File: config.mk
export PLATFORM = sky130hd
export DESIGN_NAME = utf8_char_index_decoder_flat
export DESIGN_NICKNAME = d
export VERILOG_FILES = /design/src/rtl/u8ci_pkg.sv /design/src/rtl/u8ci_if.sv /design/src/rtl/utf8_char_index_decoder.sv /design/src/flat_wrapper.sv
export SDC_FILE = /design/constraint.sdc
export NUM_CORES = 1
export LEC_CHECK = 0
export ABC_CLOCK_PERIOD_IN_PS = 23300
export BUFFER_PORTS_ARGS = -buffer_cell sky130_fd_sc_hd__buf_4
export CORE_MARGIN = 2
export CORE_UTILIZATION = 55
export DETAILED_ROUTE_END_ITERATION = 16
export PLACE_DENSITY = 0.75
export REMOVE_ABC_BUFFERS = 1
export SETUP_SLACK_MARGIN = 0.3
export SYNTH_ARGS = -nofsm -noshare
export SYNTH_HDL_FRONTEND = slang
export SYNTH_SLANG_ARGS = --single-unit
File: constraint.sdc
create_clock -name i_clk -period 23.3 [get_ports i_clk]
set_input_delay 3.495 -clock i_clk [delete_from_list [all_inputs] [get_ports i_clk]]
set_output_delay 3.495 -clock i_clk [all_outputs]
set_load 0.05 [all_outputs]
File: src/rtl/u8ci_pkg.sv
`timescale 1ns / 1ps

package u8ci_pkg;

    // Field widths of the two channels
    localparam int BYTE_W  = 8;
    localparam int INDEX_W = 32;
    localparam int CODE_W  = 21;
    localparam int COUNT_W = 32;

    // Default width of the internal character counter
    localparam int COUNT_BITS_DEF = 32;

    // Lead byte thresholds
    localparam logic [BYTE_W-1:0] LEAD2_MIN = 8'h80;
    localparam logic [BYTE_W-1:0] LEAD3_MIN = 8'hE0;
    localparam logic [BYTE_W-1:0] LEAD4_MIN = 8'hF0;

    // Payload masks
    localparam logic [BYTE_W-1:0] LEAD2_MASK = 8'h1F;
    localparam logic [BYTE_W-1:0] LEAD3_MASK = 8'h0F;
    localparam logic [BYTE_W-1:0] LEAD4_MASK = 8'h07;
    localparam logic [BYTE_W-1:0] CONT_MASK  = 8'h3F;

    // Continuation bytes still due after a lead byte
    localparam logic [1:0] LEFT_NONE  = 2'd0;
    localparam logic [1:0] LEFT_ONE   = 2'd1;
    localparam logic [1:0] LEFT_TWO   = 2'd2;
    localparam logic [1:0] LEFT_THREE = 2'd3;

    typedef struct packed {
        logic              found;
        logic [CODE_W-1:0] code_point;
        logic [COUNT_W-1:0] char_count;
    } t_result;

endpackage

File: src/rtl/u8ci_if.sv
`timescale 1ns / 1ps

// String byte channel
interface u8ci_in_if;
    logic                          valid;
    logic                          ready;
    logic [u8ci_pkg::BYTE_W-1:0]   data_byte;
    logic                          has_byte;
    logic                          last_item;
    logic [u8ci_pkg::INDEX_W-1:0]  wanted_index;

    modport source (output valid, data_byte, has_byte, last_item, wanted_index,
                    input ready);
    modport sink   (input valid, data_byte, has_byte, last_item, wanted_index,
                    output ready);
endinterface

// Lookup result channel
interface u8ci_out_if;
    logic                          valid;
    logic                          ready;
    logic                          found;
    logic [u8ci_pkg::CODE_W-1:0]   code_point;
    logic [u8ci_pkg::COUNT_W-1:0]  char_count;

    modport source (output valid, found, code_point, char_count, input ready);
    modport sink   (input valid, found, code_point, char_count, output ready);
endinterface

File: src/rtl/utf8_char_index_decoder.sv
`timescale 1ns / 1ps

// Channel   Dir  Beat                                         Payload
// i_in      in   one string byte (or empty-string marker)     data_byte, has_byte,
//                                                             last_item, wanted_index
// o_out     out  one lookup result per string                 found, code_point,
//                                                             char_count
//
// One byte per clock while i_in.ready is high. Each beat updates the decode
// state in the cycle it is accepted; a string's result shows on o_out the
// cycle after its last beat when the buffer is empty. A two-entry output
// buffer (head + skid) lets the input keep flowing while a result waits;
// i_in.ready drops only when both are full. Reset (i_rst_n low, sync)
// empties the buffer and arms the start-of-string flag; no clearing pass.

module utf8_char_index_decoder #(
    parameter int COUNT_BITS = u8ci_pkg::COUNT_BITS_DEF
) (
    input  logic              i_clk,
    input  logic              i_rst_n,
    u8ci_in_if.sink           i_in,
    u8ci_out_if.source        o_out
);

    // Compare width: covers both the counter and the wanted index
    localparam int CMP_W = (COUNT_BITS > u8ci_pkg::INDEX_W) ? COUNT_BITS
                                                            : u8ci_pkg::INDEX_W;

    // Per-string decode state
    logic                              r_start;
    logic [u8ci_pkg::INDEX_W-1:0]      r_target;
    logic [COUNT_BITS-1:0]             r_seen;
    logic [1:0]                        r_left;
    logic [u8ci_pkg::CODE_W-1:0]       r_partial;
    logic                              r_hit;
    logic [u8ci_pkg::CODE_W-1:0]       r_hit_point;
    logic                              r_tracking;

    logic                              n_start;
    logic [u8ci_pkg::INDEX_W-1:0]      n_target;
    logic [COUNT_BITS-1:0]             n_seen;
    logic [1:0]                        n_left;
    logic [u8ci_pkg::CODE_W-1:0]       n_partial;
    logic                              n_hit;
    logic [u8ci_pkg::CODE_W-1:0]       n_hit_point;
    logic                              n_tracking;

    // Output buffer: head register plus skid
    logic                              r_out_valid;
    u8ci_pkg::t_result                 r_out;
    logic                              r_skid_valid;
    u8ci_pkg::t_result                 r_skid;

    u8ci_pkg::t_result                 n_result;

    logic                              in_accept;
    logic                              push;
    logic                              pop;

    assign in_accept = i_in.valid && i_in.ready;
    assign push      = in_accept && i_in.last_item;
    assign pop       = r_out_valid && o_out.ready;

    // Decode one beat
    always_comb begin
        logic [u8ci_pkg::BYTE_W-1:0]  c;
        logic [u8ci_pkg::CODE_W-1:0]  cont_bits;
        logic [1:0]                   left_dec;

        c         = i_in.data_byte;
        cont_bits = '0;
        left_dec  = r_left - 2'd1;

        // A new string drops whatever the previous one left behind
        n_start     = r_start;
        n_target    = r_start ? i_in.wanted_index : r_target;
        n_seen      = r_start ? '0 : r_seen;
        n_left      = r_start ? u8ci_pkg::LEFT_NONE : r_left;
        n_partial   = r_start ? '0 : r_partial;
        n_hit       = r_start ? 1'b0 : r_hit;
        n_hit_point = r_start ? '0 : r_hit_point;
        n_tracking  = r_start ? 1'b0 : r_tracking;

        if (in_accept && i_in.has_byte) begin
            if (n_left == u8ci_pkg::LEFT_NONE) begin
                // Lead byte: width from its top bits; stray continuation acts as 2-byte lead
                if (c < u8ci_pkg::LEAD2_MIN) begin
                    n_partial = u8ci_pkg::CODE_W'(c);
                    n_left    = u8ci_pkg::LEFT_NONE;
                end else if (c < u8ci_pkg::LEAD3_MIN) begin
                    n_partial = u8ci_pkg::CODE_W'(c & u8ci_pkg::LEAD2_MASK) << 6;
                    n_left    = u8ci_pkg::LEFT_ONE;
                end else if (c < u8ci_pkg::LEAD4_MIN) begin
                    n_partial = u8ci_pkg::CODE_W'(c & u8ci_pkg::LEAD3_MASK) << 12;
                    n_left    = u8ci_pkg::LEFT_TWO;
                end else begin
                    n_partial = u8ci_pkg::CODE_W'(c & u8ci_pkg::LEAD4_MASK) << 18;
                    n_left    = u8ci_pkg::LEFT_THREE;
                end

                // Only the first character numbered as the target is kept
                if (!n_hit && (CMP_W'(n_seen) == CMP_W'(n_target))) begin
                    n_hit       = 1'b1;
                    n_tracking  = 1'b1;
                    n_hit_point = n_partial;
                end else begin
                    n_tracking  = 1'b0;
                end

                // Saturating character count
                if (n_seen != {COUNT_BITS{1'b1}}) begin
                    n_seen = n_seen + COUNT_BITS'(1);
                end
            end else begin
                // Continuation byte, unchecked; lands 6 bits per remaining slot
                case (left_dec)
                    u8ci_pkg::LEFT_NONE:
                        cont_bits = u8ci_pkg::CODE_W'(c & u8ci_pkg::CONT_MASK);
                    u8ci_pkg::LEFT_ONE:
                        cont_bits = u8ci_pkg::CODE_W'(c & u8ci_pkg::CONT_MASK) << 6;
                    u8ci_pkg::LEFT_TWO:
                        cont_bits = u8ci_pkg::CODE_W'(c & u8ci_pkg::CONT_MASK) << 12;
                    default:
                        cont_bits = u8ci_pkg::CODE_W'(c & u8ci_pkg::CONT_MASK) << 18;
                endcase
                n_left    = left_dec;
                n_partial = n_partial | cont_bits;
                if (n_tracking) begin
                    n_hit_point = n_partial;
                end
            end
        end

        if (in_accept) begin
            n_start = i_in.last_item;
        end

        // Result for the closing beat
        n_result.found      = n_hit;
        n_result.code_point = n_hit ? n_hit_point : '0;
        if (CMP_W'(n_seen) > CMP_W'({u8ci_pkg::COUNT_W{1'b1}})) begin
            n_result.char_count = {u8ci_pkg::COUNT_W{1'b1}};
        end else begin
            n_result.char_count = u8ci_pkg::COUNT_W'(n_seen);
        end
    end

    // Decode state
    always_ff @(posedge i_clk) begin
        if (!i_rst_n) begin
            r_start    <= 1'b1;
            r_left     <= u8ci_pkg::LEFT_NONE;
            r_hit      <= 1'b0;
            r_tracking <= 1'b0;
        end else if (in_accept) begin
            r_start    <= n_start;
            r_left     <= n_left;
            r_hit      <= n_hit;
            r_tracking <= n_tracking;
        end
    end

    always_ff @(posedge i_clk) begin
        if (in_accept) begin
            r_target    <= n_target;
            r_seen      <= n_seen;
            r_partial   <= n_partial;
            r_hit_point <= n_hit_point;
        end
    end

    // Output buffer control
    always_ff @(posedge i_clk) begin
        if (!i_rst_n) begin
            r_out_valid  <= 1'b0;
            r_skid_valid <= 1'b0;
        end else begin
            if (push) begin
                if (!r_out_valid || (pop && !r_skid_valid)) begin
                    r_out_valid <= 1'b1;
                end else if (!pop) begin
                    r_skid_valid <= 1'b1;
                end
            end else if (pop) begin
                if (r_skid_valid) begin
                    r_skid_valid <= 1'b0;
                end else begin
                    r_out_valid <= 1'b0;
                end
            end
        end
    end

    // Output buffer data
    always_ff @(posedge i_clk) begin
        if (push) begin
            if (!r_out_valid || (pop && !r_skid_valid)) begin
                r_out <= n_result;
            end else if (!pop) begin
                r_skid <= n_result;
            end
        end else if (pop && r_skid_valid) begin
            r_out <= r_skid;
        end
    end

    // Ready stays up until the skid is occupied
    assign i_in.ready       = !r_skid_valid;
    assign o_out.valid      = r_out_valid;
    assign o_out.found      = r_out.found;
    assign o_out.code_point = r_out.code_point;
    assign o_out.char_count = r_out.char_count;

    // Skid never holds a beat while the head is empty
    a_skid_behind_head: assert property (@(posedge i_clk) disable iff (!i_rst_n)
        r_skid_valid |-> r_out_valid)
        else $error("skid valid with empty head");

    // A miss never carries a code point
    a_miss_zero_point: assert property (@(posedge i_clk) disable iff (!i_rst_n)
        (o_out.valid && !o_out.found) |-> (o_out.code_point == '0))
        else $error("code point set on a miss");

    // Closing beat re-arms the start of the next string
    a_last_rearms: assert property (@(posedge i_clk) disable iff (!i_rst_n)
        (in_accept && i_in.last_item) |=> r_start)
        else $error("start flag not set after last beat");

    // Tracking only follows a recorded hit
    a_track_needs_hit: assert property (@(posedge i_clk) disable iff (!i_rst_n)
        r_tracking |-> r_hit)
        else $error("tracking without a hit");

    // A result into an empty buffer shows next cycle
    a_result_visible: assert property (@(posedge i_clk) disable iff (!i_rst_n)
        (push && !r_out_valid) |=> o_out.valid)
        else $error("result lost on empty buffer");

endmodule

File: src/flat_wrapper.sv
// flat-port wrapper written by rule: the top's interface ports become plain ports
module utf8_char_index_decoder_flat 
#(
    parameter int COUNT_BITS = u8ci_pkg::COUNT_BITS_DEF
)
  (i_clk, i_rst_n, i_in_valid, i_in_data_byte, i_in_has_byte, i_in_last_item, i_in_wanted_index, i_in_ready, o_out_valid, o_out_found, o_out_code_point, o_out_char_count, o_out_ready);
  u8ci_in_if i_in_i ();
  u8ci_out_if o_out_i ();
  input  logic i_clk;
  input  logic i_rst_n;
  input wire logic [$bits(i_in_i.valid)-1:0] i_in_valid;
  input wire logic [$bits(i_in_i.data_byte)-1:0] i_in_data_byte;
  input wire logic [$bits(i_in_i.has_byte)-1:0] i_in_has_byte;
  input wire logic [$bits(i_in_i.last_item)-1:0] i_in_last_item;
  input wire logic [$bits(i_in_i.wanted_index)-1:0] i_in_wanted_index;
  output wire logic [$bits(i_in_i.ready)-1:0] i_in_ready;
  output wire logic [$bits(o_out_i.valid)-1:0] o_out_valid;
  output wire logic [$bits(o_out_i.found)-1:0] o_out_found;
  output wire logic [$bits(o_out_i.code_point)-1:0] o_out_code_point;
  output wire logic [$bits(o_out_i.char_count)-1:0] o_out_char_count;
  input wire logic [$bits(o_out_i.ready)-1:0] o_out_ready;
  assign i_in_i.valid = i_in_valid;
  assign i_in_i.data_byte = i_in_data_byte;
  assign i_in_i.has_byte = i_in_has_byte;
  assign i_in_i.last_item = i_in_last_item;
  assign i_in_i.wanted_index = i_in_wanted_index;
  assign i_in_ready = i_in_i.ready;
  assign o_out_valid = o_out_i.valid;
  assign o_out_found = o_out_i.found;
  assign o_out_code_point = o_out_i.code_point;
  assign o_out_char_count = o_out_i.char_count;
  assign o_out_i.ready = o_out_ready;
  utf8_char_index_decoder #(.COUNT_BITS(COUNT_BITS)) u_core (.i_clk(i_clk), .i_rst_n(i_rst_n), .i_in(i_in_i), .o_out(o_out_i));
endmodule
==> impl_metrics.csv <==
group,metric,value,unit
worst_setup_path,crit_fanout,71,
floorplanning,fp.dieH,146.1,µm
clock_network,post-cts-setup-buffers,0,
clock_network,cts_root_buf,"clkbuf_16",
clock_network,ctsResizeCount,0,
place,numPortBuffers,101,
synthesis,netlist_instances,947,
global_route,grt_max_degree,85,
outcome,outcome,"completed",
power_and_ir_drop,power.internal,0.6894,mW
layout,diodes,0,
sta,hold_viol,0,
sta,worst_slack,16.11,ns
clock_network,clk_pin_slew_worst_paths,0.06,ns
worst_setup_path,r2r-start,"u_core.r_skid_valid",
power_and_ir_drop,p_leak,4.634,nW
route,drtIter0Drc,868,
clock_network,clockBufferDepth,3,
global_route,grt_pass1_vias,8063,
route,drtPass1Iterations,6,
worst_hold_path,min_to,"u_core.o_out.char_count[24]",
sta,fin_worst_skew,0.02710,ns
worst_setup_path,critPathRequiredTime,23.44,ns
route,wire_per_inst,21.18,µm
synthesis,synth_warnings,0,
floorplanning,core_area,0.01965,mm²
sta,tns,0,ns
worst_setup_path,reg2reg_slack,18.74,ns
job,drv_cap,0,
place,dp_slack,15.54,ns
worst_hold_path,hp-start,"u_core.r_skid[24]",
power_and_ir_drop,finalPower,0.9139,mW
sta,relSlewSlack,25.27,%
clock_network,cts_made_buffers,23,
worst_hold_path,hold_class,"flip-flop to flip-flop",
layout,syn_to_final_growth,14.64,%
route,ant_nets,0,
synthesis,async_reset_ff_share,0,%
sta,setup_violations,0,
synthesis,synth_area_per_cell,11.73,µm²
global_route,grt_overflow,0,
worst_hold_path,hold_path_depth,2,
synthesis,synth-edff-count,214,
sta,clock.fmax,139.2,MHz
global_route,grt_usage,25.41,%
worst_setup_path,reg2reg_depth,8,
layout,layout.nets,1080,
power_and_ir_drop,combPwrFrac,10.0,%
route,routed_wirelength,27.71,mm
clock_network,insertion_delay,0.52,ns
synthesis,synth_area,0.01111,mm²
power_and_ir_drop,p_clk_share,39.0,%
clock_network,postCtsHoldBufs,0,
global_route,antenna_found_initial,0,
synthesis,seq_area_frac_synth,59.12,%
worst_setup_path,worstSetupPathType,"input pin to flip-flop",
synthesis,synth_cell_types,71,
place,placed_cell_area,0.01203,mm²
global_route,grt_pass1_wl,43.61,mm
floorplanning,io_pins,102,
worst_setup_path,startpoint_type,"input pin",
route,via_per_inst,6.337,
route,remaining_drc_errors,0,
sta,grt_setup_unrepaired,"false",
worst_setup_path,rr_endpoint,"u_core.o_out.char_count[16]",
synthesis,ys_seq_elements,221,
sta,min_period,7.186,ns
floorplanning,num_rows,51,
clock_network,cts.sinks,221,
power_and_ir_drop,p_seq_share,51.1,%
route,num_vias,8289,
clock_network,h-tree-depth,1,
layout,design_area,0.01273,mm²
floorplanning,die_w,146.1,µm
place,dp_hpwl,17.54,mm
floorplanning,dieArea,0.02135,mm²
synthesis,yosys_most_used_dff,"edfxtp_1",
place,place.gp.congestion,0.9246,
worst_setup_path,cp.arrival,7.33,ns
sta,post-route-period-util,30.84,%
worst_setup_path,worstSetupEndpointType,"flip-flop",
power_and_ir_drop,p_sw,0.2244,mW
power_and_ir_drop,sw_frac_of_total,24.56,%
layout,drive_above_1_share,20.42,%
power_and_ir_drop,pwr_density_cell,71.77,mW/mm²
power_and_ir_drop,irDropWorstVdd,0.05033,mV
floorplanning,initial_core_util,56.51,%
sta,worst_pin_slew,1.113,ns
clock_network,cts_tree,"built",
sta,report.final.slew_viol_count,0,
cell type report:
type,count,area [µm²]
clock buffers,29,598.1
clock inverters,11,110.1
fillers,1608,6920
inverters,32,122.6
multi-input cells,638,4160
flip-flops and latches,221,6570
well taps,265,331.6
repair buffers,112,840.8
synthesized netlist by cell type, drive strengths merged (4+ instances only):
cell	number	share of area [%]
nor2b	36	2.0
nand4	13	0.87
and2	9	0.51
a31oi	16	0.90
a311o	4	0.36
and3	12	0.68
edfxtp	214	58
o21ai	56	2.9
and4	7	0.55
or4	4	0.30
a211oi	7	0.52
xor2	19	1.5
mux2	33	3.4
clkbuf	39	1.3
xnor2	25	2.0
nor2	76	2.6
nor4	12	1.2
nand2b	15	0.91
o41ai	5	0.73
nor3	15	0.68
o22ai	9	0.51
a22o	18	1.4
inv	32	1.1
nand2	95	3.2
a211o	4	0.32
buf	17	1.2
nand3	18	0.86
dfxtp	7	1.3
ha	6	0.68
a311oi	11	0.87
a21oi	53	2.4
o31ai	15	1.0
a2111oi	6	0.48
layout by cell type, fill, tap and decap left out, types with 7 or more instances in the layout:
master,count
a21oi_1,52
a22o_1,18
a311oi_1,11
a31oi_1,16
and2_1,9
and3_1,11
and4_1,7
buf_4,112
clkbuf_16,23
edfxtp_1,214
inv_1,29
mux2_2,32
nand2_1,95
nand2b_1,14
nand3_1,17
nand4_1,12
nor2_1,73
nor2b_1,36
nor3_1,15
nor4_1,8
o21ai_0,42
o21ai_2,10
o22ai_1,9
o31ai_1,15
xnor2_1,25
xor2_1,19
power by group through the flow:
stage | registers, mW | logic [mW] | clock network [mW]
after floorplan | 0.486 | 0.0452 | 0
after global placement | 0.474 | 0.0886 | 0
after detailed placement | 0.474 | 0.0903 | 0
after CTS | 0.466 | 0.0907 | 0.359
after global routing | 0.468 | 0.0979 | 0.378
final | 0.467 | 0.0913 | 0.356
per-layer routing:
metal	global-route usage (%)	vias to the layer above	routed length [µm]
met5	0	-	0
met4	7.864	0	664
met3	3.250	56	1923
met2	43.28	398	13710
met1	34.29	4083	11400
li1	-	3752	-
flip-flops by register name, indices dropped and copies added, names as in the netlist:
| signal | cells |
|---|---|
| u_core.r_skid | 54 |
| u_core.o_out.char_count | 32 |
| u_core.r_seen | 32 |
| u_core.r_target | 32 |
| u_core.o_out.code_point | 21 |
| u_core.r_hit_point | 21 |
| u_core.r_partial | 21 |
| u_core.r_left | 2 |
| u_core.o_out.found | 1 |
| u_core.o_out.valid | 1 |
| u_core.r_hit | 1 |
| u_core.r_skid_valid | 1 |
| u_core.r_start | 1 |
| u_core.r_tracking | 1 |
worst max-delay path, cell delays in order:
cell	delay (ns)
buf_4	0.09
nand2_1	0.10
inv_4	0.45
buf_4	0.81
and2_1	0.81
inv_2	0.58
a21oi_4	0.24
buf_4	0.68
stage by stage:
stage                     cells  hold WS (ns)  utilization, %
after floorplan             891        0.4907               -
after global placement     1268        0.4972           61.19
after detailed placement   1268        0.5018           61.19
after CTS                  1308        0.5170           64.79
after global routing       1308        0.5384           64.79
final                      1308        0.5167           64.79
worst max path at each step:
stage	start	to	slack, ns	cells after the start
4_1_cts	i_in_valid	u_core.o_out.char_count[31]	16.06	8
3_3_place_gp	i_in_valid	u_core.o_out.char_count[17]	15.64	8
5_1_grt	i_in_valid	u_core.o_out.char_count[31]	15.84	8
2_1_floorplan	i_in_valid	u_core.o_out.char_count[0]	12.67	5
6_report	i_in_valid	u_core.o_out.char_count[16]	16.11	8
3_5_place_dp	i_in_valid	u_core.o_out.char_count[16]	15.54	8
cell families after synthesis:
logic type / synth area share [%]
buffers and inverters: 3.560
AND/OR/NAND/NOR: 15.25
AO/OA/AOI/OAI: 14.54
multiplexers: 3.380
flip-flops: 59.12
adder cells (fa/ha/maj): 0.6759
XOR/XNOR: 3.470
(Power assumes the default switching activity.)
